<file path="config.mk">
export PLATFORM = sky130hd
export DESIGN_NAME = sum8_frame_validator
export DESIGN_NICKNAME = d
export VERILOG_FILES = /design/src/hdl/sfv_pkg.sv /design/src/hdl/sfv_cfg_regs.sv /design/src/hdl/sfv_in_stage.sv /design/src/hdl/sfv_frame_check.sv /design/src/hdl/sum8_frame_validator.sv
export VERILOG_INCLUDE_DIRS = /design/src /design/src/hdl
export SDC_FILE = /design/constraint.sdc
export NUM_CORES = 1
export LEC_CHECK = 0
export BUFFER_PORTS_ARGS = -buffer_cell sky130_fd_sc_hd__clkbuf_2
export CORE_MARGIN = 2
export CORE_UTILIZATION = 50
export DETAILED_ROUTE_END_ITERATION = 8
export PLACE_DENSITY = 0.79
export SYNTH_ARGS = -nofsm -noshare
export SYNTH_HDL_FRONTEND = slang
export SYNTH_SLANG_ARGS = --single-unit
</file>
<file path="constraint.sdc">
create_clock -name clk -period 8.7 [get_ports clk]
set_clock_uncertainty 0.2 [all_clocks]
set_input_delay 1.305 -clock clk [delete_from_list [all_inputs] [get_ports clk]]
set_output_delay 1.305 -clock clk [all_outputs]
set_load 0.01 [all_outputs]
</file>
<file path="src/hdl/sum8_frame_validator_assert.svh">
// Assertion shorthands used by the frame checking module.
// Both sample on clk and stay quiet while rst_n is low.
`ifndef SUM8_FRAME_VALIDATOR_ASSERT_SVH
`define SUM8_FRAME_VALIDATOR_ASSERT_SVH

`define SFV_ASSERT_SAME(label, ante, cons) \
  label: assert property (@(posedge clk) disable iff (!rst_n) (ante) |-> (cons)) \
    else $error("sfv: same-cycle check failed");

`define SFV_ASSERT_NEXT(label, ante, cons) \
  label: assert property (@(posedge clk) disable iff (!rst_n) (ante) |=> (cons)) \
    else $error("sfv: next-cycle check failed");

`endif

</file>
<file path="src/hdl/sfv_pkg.sv">
`timescale 1ns / 1ps

package sfv_pkg;

  localparam int unsigned MAX_FRAME_DEF = 1024;
  localparam int unsigned MIN_FRAME     = 12;

  localparam int unsigned POS_ADDR_FIRST = 1;
  localparam int unsigned POS_ADDR_LAST  = 6;
  localparam int unsigned POS_CTRL       = 7;
  localparam int unsigned POS_LEN_HI     = 8;
  localparam int unsigned POS_LEN_LO     = 9;

  localparam int unsigned FLEN_W = 11;
  localparam int unsigned ADDR_W = 48;
  localparam int unsigned DLEN_W = 16;
  localparam int unsigned LCMP_W = 17;

  localparam int unsigned CFG_AW = 3;
  localparam int unsigned CFG_DW = 32;

  localparam logic [7:0] START_CODE_RST = 8'h68;

  typedef enum logic [0:0] {
    REG_START_CODE = 1'b0
  } sfv_reg_t;

  typedef enum logic [2:0] {
    ST_OK        = 3'd0,
    ST_TOO_SHORT = 3'd1,
    ST_BAD_START = 3'd2,
    ST_BAD_SUM   = 3'd3,
    ST_BAD_LEN   = 3'd4
  } sfv_status_t;

  typedef struct packed {
    logic [7:0] data;
    logic       last;
  } sfv_word_t;

  typedef struct packed {
    sfv_status_t        status;
    logic [7:0]         control_code;
    logic [ADDR_W-1:0]  station_address;
    logic [DLEN_W-1:0]  data_length;
    logic [FLEN_W-1:0]  frame_length;
  } sfv_result_t;

endpackage

</file>
<file path="src/hdl/sfv_cfg_regs.sv">
`timescale 1ns / 1ps

module sfv_cfg_regs import sfv_pkg::*; (
  input  logic              clk,
  input  logic              rst_n,
  input  logic              psel,
  input  logic              penable,
  input  logic              pwrite,
  input  logic [CFG_AW-1:0] paddr,
  input  logic [CFG_DW-1:0] pwdata,
  output logic [CFG_DW-1:0] prdata,
  output logic              pready,
  output logic [7:0]        start_code
);

  logic [7:0] start_code_r;
  logic       hit_start;
  logic       wr_en;

  assign hit_start = (paddr[CFG_AW-1:2] == REG_START_CODE);
  assign wr_en     = psel && penable && pwrite && pready;
  assign pready    = 1'b1;

  always_ff @(posedge clk) begin
    if (!rst_n) begin
      start_code_r <= START_CODE_RST;
    end else if (wr_en && hit_start) begin
      start_code_r <= pwdata[7:0];
    end
  end

  always_comb begin
    prdata = '0;
    if (hit_start) begin
      prdata = CFG_DW'(start_code_r);
    end
  end

  assign start_code = start_code_r;

endmodule

</file>
<file path="src/hdl/sfv_in_stage.sv">
`timescale 1ns / 1ps

module sfv_in_stage import sfv_pkg::*; (
  input  logic       clk,
  input  logic       rst_n,
  input  logic       in_valid,
  input  logic [7:0] in_frame_byte,
  input  logic       in_last_byte,
  output logic       in_stall,
  input  logic       adv,
  output logic       word_valid,
  output sfv_word_t  word
);

  logic      valid_r;
  sfv_word_t word_r;

  assign in_stall = valid_r && !adv;

  always_ff @(posedge clk) begin
    if (!rst_n) begin
      valid_r <= 1'b0;
    end else if (!in_stall) begin
      valid_r <= in_valid;
    end
  end

  always_ff @(posedge clk) begin
    if (in_valid && !in_stall) begin
      word_r.data <= in_frame_byte;
      word_r.last <= in_last_byte;
    end
  end

  assign word_valid = valid_r;
  assign word       = word_r;

endmodule

</file>
<file path="src/hdl/sfv_frame_check.sv">
`timescale 1ns / 1ps
`include "sum8_frame_validator_assert.svh"

module sfv_frame_check import sfv_pkg::*; #(
  parameter int unsigned MAX_FRAME = MAX_FRAME_DEF
) (
  input  logic        clk,
  input  logic        rst_n,
  input  logic [7:0]  start_code,
  input  logic        word_valid,
  input  sfv_word_t   word,
  output logic        adv,
  input  logic        out_stall,
  output logic        out_valid,
  output sfv_result_t result
);

  localparam int unsigned CNT_W = $clog2(MAX_FRAME + 2);
  localparam logic [CNT_W-1:0] CNT_MAX = CNT_W'(MAX_FRAME + 1);
  localparam logic [CNT_W-1:0] CNT_SHOWN_MAX = CNT_W'(MAX_FRAME);

  logic [CNT_W-1:0]  cnt_r;
  logic [7:0]        sum_r;
  logic [7:0]        prev_r;
  logic              first_ok_r;
  logic [ADDR_W-1:0] addr_r;
  logic [7:0]        ctrl_r;
  logic [DLEN_W-1:0] len_r;
  logic              out_valid_r;
  sfv_result_t       result_r;

  logic [CNT_W-1:0]  cnt_nxt;
  logic              start_ok;
  logic [ADDR_W-1:0] addr_nxt;
  logic [7:0]        ctrl_nxt;
  logic [DLEN_W-1:0] len_nxt;
  logic [7:0]        computed;
  logic [LCMP_W-1:0] len_sum;
  logic [CNT_W-1:0]  shown;
  sfv_status_t       status;
  sfv_result_t       result_nxt;

  assign adv = word_valid && (!word.last || !out_valid_r || !out_stall);

  always_comb begin
    cnt_nxt  = (cnt_r == CNT_MAX) ? cnt_r : cnt_r + CNT_W'(1);
    start_ok = (cnt_r == '0) ? (word.data == start_code) : first_ok_r;
    addr_nxt = addr_r;
    ctrl_nxt = ctrl_r;
    len_nxt  = len_r;
    if (cnt_r >= CNT_W'(POS_ADDR_FIRST) && cnt_r <= CNT_W'(POS_ADDR_LAST)) begin
      addr_nxt = {addr_r[ADDR_W-9:0], word.data};
    end else if (cnt_r == CNT_W'(POS_CTRL)) begin
      ctrl_nxt = word.data;
    end else if (cnt_r == CNT_W'(POS_LEN_HI)) begin
      len_nxt = {word.data, len_r[7:0]};
    end else if (cnt_r == CNT_W'(POS_LEN_LO)) begin
      len_nxt = {len_r[15:8], word.data};
    end

    computed = sum_r - prev_r;
    len_sum  = LCMP_W'(len_nxt) + LCMP_W'(MIN_FRAME);
    if (cnt_nxt < CNT_W'(MIN_FRAME)) begin
      status = ST_TOO_SHORT;
    end else if (!start_ok) begin
      status = ST_BAD_START;
    end else if (computed != prev_r) begin
      status = ST_BAD_SUM;
    end else if (cnt_nxt == CNT_MAX || len_sum != LCMP_W'(cnt_nxt)) begin
      status = ST_BAD_LEN;
    end else begin
      status = ST_OK;
    end
    shown = (cnt_nxt == CNT_MAX) ? CNT_SHOWN_MAX : cnt_nxt;

    result_nxt.status          = status;
    result_nxt.control_code    = ctrl_nxt;
    result_nxt.station_address = addr_nxt;
    result_nxt.data_length     = len_nxt;
    result_nxt.frame_length    = FLEN_W'(shown);
  end

  always_ff @(posedge clk) begin
    if (!rst_n) begin
      cnt_r      <= '0;
      sum_r      <= '0;
      prev_r     <= '0;
      first_ok_r <= 1'b0;
      addr_r     <= '0;
      ctrl_r     <= '0;
      len_r      <= '0;
    end else if (adv) begin
      if (word.last) begin
        cnt_r      <= '0;
        sum_r      <= '0;
        prev_r     <= '0;
        first_ok_r <= 1'b0;
        addr_r     <= '0;
        ctrl_r     <= '0;
        len_r      <= '0;
      end else begin
        if (cnt_r >= CNT_W'(POS_CTRL)) begin
          sum_r <= sum_r + word.data;
        end
        cnt_r      <= cnt_nxt;
        prev_r     <= word.data;
        first_ok_r <= start_ok;
        addr_r     <= addr_nxt;
        ctrl_r     <= ctrl_nxt;
        len_r      <= len_nxt;
      end
    end
  end

  always_ff @(posedge clk) begin
    if (!rst_n) begin
      out_valid_r <= 1'b0;
    end else if (adv && word.last) begin
      out_valid_r <= 1'b1;
    end else if (!out_stall) begin
      out_valid_r <= 1'b0;
    end
  end

  always_ff @(posedge clk) begin
    if (adv && word.last) begin
      result_r <= result_nxt;
    end
  end

  assign out_valid = out_valid_r;
  assign result    = result_r;

  `SFV_ASSERT_SAME(a_ok_len, out_valid_r && result_r.status == ST_OK, result_r.frame_length == FLEN_W'(result_r.data_length + DLEN_W'(MIN_FRAME)))
  `SFV_ASSERT_SAME(a_short_len, out_valid_r && result_r.status == ST_TOO_SHORT, result_r.frame_length < FLEN_W'(MIN_FRAME))
  `SFV_ASSERT_NEXT(a_hold_cnt, !adv, $stable(cnt_r) && $stable(sum_r))
  `SFV_ASSERT_NEXT(a_clear_end, adv && word.last, cnt_r == '0 && sum_r == '0 && out_valid_r)

endmodule

</file>
<file path="src/hdl/sum8_frame_validator.sv">
// sum8_frame_validator: checks framed byte streams with an 8-bit additive checksum.
// Input channel: in_valid / in_stall carry one word per cycle while in_stall is low,
// in_frame_byte plus in_last_byte marking the final byte of a frame.
// Output channel: out_valid / out_stall carry one result per frame (status, control
// code, station address, data length, frame length), issued for the last byte.
// Config: APB-style port, start_code at byte address 0; pready is always high.
// A frame's result is registered when the frame checker takes its last byte.
// Throughput: one word per cycle while in_stall is low, set by the single registered
// pass of the frame checker.
// While out_stall is high a pending result holds; non-last bytes keep flowing, and
// the next last byte waits in the input register, which raises in_stall.
// Reset (rst_n low, synchronous) clears all frame state and drops any pending result;
// start_code returns to 0x68.
`timescale 1ns / 1ps

module sum8_frame_validator import sfv_pkg::*; #(
  parameter int unsigned MAX_FRAME = MAX_FRAME_DEF
) (
  input  logic              clk,
  input  logic              rst_n,
  input  logic              in_valid,
  output logic              in_stall,
  input  logic [7:0]        in_frame_byte,
  input  logic              in_last_byte,
  output logic              out_valid,
  input  logic              out_stall,
  output logic [2:0]        out_status,
  output logic [7:0]        out_control_code,
  output logic [ADDR_W-1:0] out_station_address,
  output logic [DLEN_W-1:0] out_data_length,
  output logic [FLEN_W-1:0] out_frame_length,
  input  logic              psel,
  input  logic              penable,
  input  logic              pwrite,
  input  logic [CFG_AW-1:0] paddr,
  input  logic [CFG_DW-1:0] pwdata,
  output logic [CFG_DW-1:0] prdata,
  output logic              pready
);

  logic [7:0]  start_code;
  logic        word_valid;
  sfv_word_t   word;
  logic        adv;
  sfv_result_t result;

  sfv_cfg_regs u_cfg (
    .clk        (clk),
    .rst_n      (rst_n),
    .psel       (psel),
    .penable    (penable),
    .pwrite     (pwrite),
    .paddr      (paddr),
    .pwdata     (pwdata),
    .prdata     (prdata),
    .pready     (pready),
    .start_code (start_code)
  );

  sfv_in_stage u_in (
    .clk           (clk),
    .rst_n         (rst_n),
    .in_valid      (in_valid),
    .in_frame_byte (in_frame_byte),
    .in_last_byte  (in_last_byte),
    .in_stall      (in_stall),
    .adv           (adv),
    .word_valid    (word_valid),
    .word          (word)
  );

  sfv_frame_check #(
    .MAX_FRAME (MAX_FRAME)
  ) u_check (
    .clk        (clk),
    .rst_n      (rst_n),
    .start_code (start_code),
    .word_valid (word_valid),
    .word       (word),
    .adv        (adv),
    .out_stall  (out_stall),
    .out_valid  (out_valid),
    .result     (result)
  );

  assign out_status          = result.status;
  assign out_control_code    = result.control_code;
  assign out_station_address = result.station_address;
  assign out_data_length     = result.data_length;
  assign out_frame_length    = result.frame_length;

endmodule
</file>
# --- Yosys cells after proc, flatten, opt, wreduce, memory -nomap -nowiden ---
# Index checks and enable logic that the tools add are counted.
totals:
  regBits: 205
  input_bits: 51
  output_inout_bits: 121
classes:
  n_addsub: 4
  order_cmp: 4
  n_eq_ne: 9
  mux: 23
  n_bitwise: 2
  reduce_logical: 20
op_table:
  columns: ["op", "count"]
  rows:
  - ["two-way mux 48 bit", 2]
  - ["two-way mux 16 bit", 4]
  - ["two-way mux 8 bit", 8]
  - ["== test 11 bit, second input constant", 2]
  - ["== test 11 x 4 -> 1 bit, second input constant", 2]
  - ["two-way mux 11 bit", 2]
  - ["adder 16 x 4 -> 17 bit, second input constant", 1]
  - ["inequality test 17 x 11 -> 1 bit", 1]
  - ["adder 11 x 1 -> 11 bit, second input constant", 1]
  - ["== test 11 x 3 -> 1 bit, second input constant", 1]
  - ["greater-or-equal comparator 11 x 1 -> 1 bit, second input constant", 1]
  - ["greater-or-equal comparator 11 x 3 -> 1 bit, second input constant", 1]
  - ["<= comparator 11 x 3 -> 1 bit, second input constant", 1]
  - ["logical NOT 11 bit", 1]
  - ["< comparator 11 x 4 -> 1 bit, second input constant", 1]
  - ["adder 8 bit", 1]
  - ["== test 8 bit", 1]
  - ["logical AND 1 bit", 8]
  - ["inequality test 8 bit", 1]
  - ["subtractor 8 bit", 1]
  - ["logical NOT 1 bit", 5]
  - ["two-way mux 1 bit", 4]
  - ["two-way mux 2 bit", 2]
  - ["logical OR 1 bit", 3]
  - ["other kinds (6)", 7]

# --- Logic depth before layout (Yosys ltp) ---
logic_depth:
  depth_word: 11
  depth_mapped: 15

# --- By module ---
# A second synthesis with hierarchy kept.
hier_totals:
  cells_unflattened: 886
  area_unflattened_um2: 9835.7
by_module_without_submodules:
  columns: ["module", "instances", "cells_per_inst", "area_each_um2"]
  rows:
  - ["sfv_frame_check", 1, 803, 8912.3]
  - ["sfv_cfg_regs", 1, 70, 605.6]
  - ["sfv_in_stage", 1, 13, 317.8]

# --- Worst setup path before layout ---
# OpenSTA, ideal clock, no wires.
synth_path:
  path_kind: "input -> register"
  from: "input out_stall"
  to: "register u_check.result_r, in the netlist u_check.result[0] (enable)"
  setup_time_ns: 0.533
  arrival_time_ns: 5.315
  path_slack_ns: 2.652
  stages: 4
  n_path_buf: 1
  cell_sequence: "nand3_1 nand2_1 clkbuf_1 nor2_1"
synth_via:
  elab_chain_cells: 4
synth_rtl:
  columns: ["element", "line", "source"]
  rows:
  - ["from (decl)", "sum8_frame_validator.sv:26", "input logic out_stall,"]
  - ["logical NOT 1 bit", "sfv_frame_check.sv:43", "assign adv = word_valid && (!word.last || !out_valid_r || !out_stall);"]
  - ["logical OR 1 bit", "sfv_frame_check.sv:43", null]
  - ["logical AND 1 bit", "sfv_frame_check.sv:43", null]
  - ["logical AND 1 bit", "sfv_frame_check.sv:126", "if (adv && word.last) begin"]
  - ["to (signal assigned)", "sfv_frame_check.sv:127", "result_r <= result_nxt;"]
  - ["to (decl)", "sfv_frame_check.sv:30", "sfv_result_t result_r;"]
# No other way between the ends.
# A chain may end at the register's enable or synchronous reset.

# --- Final worst setup path ---
layout_path:
  from: "register u_check.cnt_r[0]"
  to: "register u_check.result_r, in the netlist u_check.result[85] (data pin)"
layout_via:
  elab_chain_cells: 9
layout_rtl:
  columns: ["element", "line", "source"]
  rows:
  - ["from (decl)", "sfv_frame_check.sv:22", "logic [CNT_W-1:0] cnt_r;"]
  - ["from (signal assigned)", "sfv_frame_check.sv:105", "cnt_r <= cnt_nxt;"]
  - ["branches (longest 4 deep; another with greater-or-equal comparator 11 x 1 -> 1 bit)", null, null]
  - ["two-way mux 16 bit *", "sfv_frame_check.sv:51", "if (cnt_r >= CNT_W'(POS_ADDR_FIRST) && cnt_r <= CNT_W'(POS_ADDR_LAST)) begin"]
  - ["named net u_check.len_nxt[3]", "sfv_frame_check.sv:36", "logic [DLEN_W-1:0] len_nxt;"]
  - ["adder 16 x 4 -> 17 bit *", "sfv_frame_check.sv:62", "len_sum = LCMP_W'(len_nxt) + LCMP_W'(MIN_FRAME);"]
  - ["inequality test 17 x 11 -> 1 bit *", "sfv_frame_check.sv:69", "end else if (cnt_nxt == CNT_MAX || len_sum != LCMP_W'(cnt_nxt)) begin"]
  - ["logical OR 1 bit *", "sfv_frame_check.sv:69", null]
  - ["two-way mux 3 bit *", "sfv_frame_check.sv:69", null]
# Mark *: on every way through the listed nets, which the timed path passes.

==> flow_metrics.tcl <==
set metrics [dict create \
    synth_common_cells "dfxtp_1, nor2b_1, edfxtp_1" \
    min-delay-path-class "flop to flop" \
    overflow 0 \
    ant_nets 0 \
    place_area_um2 10400 \
    powerDensity_nw_per_um2 181 \
    first_global_vias 6453 \
    cts_setup_buffers 0 \
    slew_headroom_pct 35.1 \
    port_buffers 120 \
    ys_seq_elements 204 \
    synth_area_leaders "edfxtp_1, dfxtp_1, mux2_2" \
    dieWidth_um 144 \
    core-area_um2 19300 \
    maxCapViolCount 0 \
    vdd_drop_max_mv 0.122 \
    yosysSeqAreaShare_pct 51.5 \
    drive_gt1_share_pct 24.4 \
    yosysTopAreaCell "edfxtp_1" \
    design_area_um2 11100 \
    dieHeight_um 144 \
    start_util_pct 50.6 \
    crit_required_ps 8730 \
    path_class "flop to flop" \
    grt_pass1_wl_um 33100 \
    grt_start_max_net_pins 110 \
    finalSetupViolCount 0 \
    netlist_area_um2 9780 \
    tns_ps 0 \
    fillers 1642 \
    status "complete, no violations" \
    num_vias 6804 \
    wl_per_cell_um 16.7 \
    fmax_mhz 249 \
    fin_crit_ps 4020 \
    cts_max_level 1 \
    io-pin-count 172 \
    grt_use_total_pct 20.0 \
    clk_latency_ps 500 \
    dr.pass1.iters 5 \
    hold_buffers 0 \
    dp.cells 1210 \
    remaining_drc_errors 0 \
    yosysMostFrequentCell "dfxtp_1" \
    endpoint_kind "flop" \
    drt_iter0_markers 551 \
    min_period_over_period_pct 46.2 \
    dieArea_um2 20700 \
    dp_hpwl_um 13600 \
    maxSlewViolCount 0 \
    synth_cell_types 60 \
    cts_resized 0 \
    viasPerCell 5.44 \
    antenna_found_initial 0 \
    yosysWarnings 0 \
    cp_max_fo 16 \
    gp_congestion 0.841 \
    clock_sinks 204 \
    synthArstFlopShare_pct 0 \
    tightest_slew_ps 973 \
    antenna_cells 0 \
    numCtsBuffers 22 \
    multi_input_area_um2 4340 \
    netlist.area_leader.share_pct 29.2 \
    worstPathArrival_ps 4060 \
    avgSynthCellArea_um2 11.1 \
    nets 1041 \
    finalNonFillerCells 1250 \
    num_rows 51 \
    rsz0062_at_grt "no" \
    seqCellArea_um2 5030 \
    leakage_nw 4.19 \
    wl_um 20900 \
    hold_violations 0 \
    cts_tree "built" \
    synth_cells 878 \
    cts_root_buf "clkbuf_16" \
    clk_pin_slew_ps 60 \
    clk_path_buf_depth 3 \
    synth-edff-count 95 \
    crit_path_start_kind "flop" \
    synth_ff_type "dfxtp_1" \
    area_delta_synth_final_pct 13.3 \
]
## worst paths after layout
kind                                                startpoint  slack, ps                               end  depth (start not counted)
worst max-delay path             u_check.cnt_r[0]$_SDFFE_PN0P_       4680  u_check.result[85]$_SDFFCE_PP0P_                         12
worst min-delay path            u_check.prev_r[5]$_SDFFE_PN0P_        290    u_check.prev_r[5]$_SDFFE_PN0P_                          2
worst max register to register   u_check.cnt_r[0]$_SDFFE_PN0P_       4680  u_check.result[85]$_SDFFCE_PP0P_                         12
worst min register to register  u_check.prev_r[5]$_SDFFE_PN0P_        290    u_check.prev_r[5]$_SDFFE_PN0P_                          2
## registers in the layout (all words and copies together) (netlist names)
name / count
u_check.sum_r: 8
u_check.ctrl_r: 8
u_check.prev_r: 7
u_check.len_r: 16
u_check.cnt_r: 11
u_cfg.start_code: 8
u_check.result: 86
u_in.word: 9
u_check.addr_r: 48
u_check.out_valid: 1
u_check.first_ok_r: 1
u_in.word_valid: 1
## final cells by class
type,count,share of cell area [%]
sequential,204,45.4
multi-input combinational,592,39.1
timing repair buffer,125,5.76
clock buffer,31,5.36
tap,265,2.99
inverter,24,0.813
clock inverter,9,0.508
## placed cells by master (no fill, tap or decap), types with 3 or more instances in the layout
cell type and instances:
buf_4 5, clkinv_2 4, nand3_1 23, ha_1 19, nor3_1 13, a22oi_1 82, mux2_2 72, nor4bb_1 3
dfxtp_1 109, mux2i_1 10, a21o_1 6, o21ai_0 20, edfxtp_1 95, or3_1 5, nand2_1 47, nor2_1 15
nor2b_1 101, nand4_1 11, conb_1 25, o21a_1 3, a31oi_1 4, xor2_1 9, a21oi_1 13, clkbuf_1 8
clkbuf_2 120, and2_1 6, inv_1 22, clkinv_1 4, o211ai_1 4, xnor2_1 42, clkbuf_16 22, a21boi_0 14
nand2b_1 6
## worst max-delay path: stages, from the launching register on
cell and delay (ps):
dfxtp_1 550, ha_1 260, nor4bb_1 260, and4b_1 700, mux2_2 450, inv_1 70
ha_1 230, xnor2_1 110, xnor2_1 130, nor3_1 130, nand4_1 140, nor4_2 410
nor4b_1 110
## power breakdown
group / switching [W] / internal, W / leakage (nW) / total (W)
logic: 0.0000743 / 0.0000495 / 2.09 / 0.000124
registers: 0.0000187 / 0.00102 / 1.78 / 0.00104
clock network: 0.000365 / 0.000479 / 0.320 / 0.000843
total: 0.000458 / 0.00154 / 4.19 / 0.00200
## layer usage
metal,wire [um],global-route usage (%),up-vias
met3,1240,3.30,32
met4,363,5.88,0
met1,9130,26.5,3280
met5,0,0,-
li1,-,-,3283
met2,10100,33.9,209
## cells by family (layout without fill, tap and decap cells)
family,after synthesis,count (layout),synth area share [%]
buf+inv,105,189,5.27
flops,204,204,51.5
other cells,2,25,0.0768
mux,84,84,9.59
xor+xnor,52,52,4.73
fa+ha+maj,21,21,2.84
simple gates,255,255,14.9
compound gates,155,155,11.1
## through the flow
stage | hold slack, ps | power, W | utilization [%] | worst slack (ps)
global route | 325 | 0.00207 | 57.3 | 4430
detailed placement | 283 | 0.00118 | 54.0 | 4770
finish | 289 | 0.00200 | 57.3 | 4680
global placement | 278 | 0.00118 | 54.0 | 4810
floorplan | 265 | 0.00115 | - | 2650
CTS | 293 | 0.00202 | 57.3 | 4760
No activity file was read; power rests on OpenSTA's default activity.
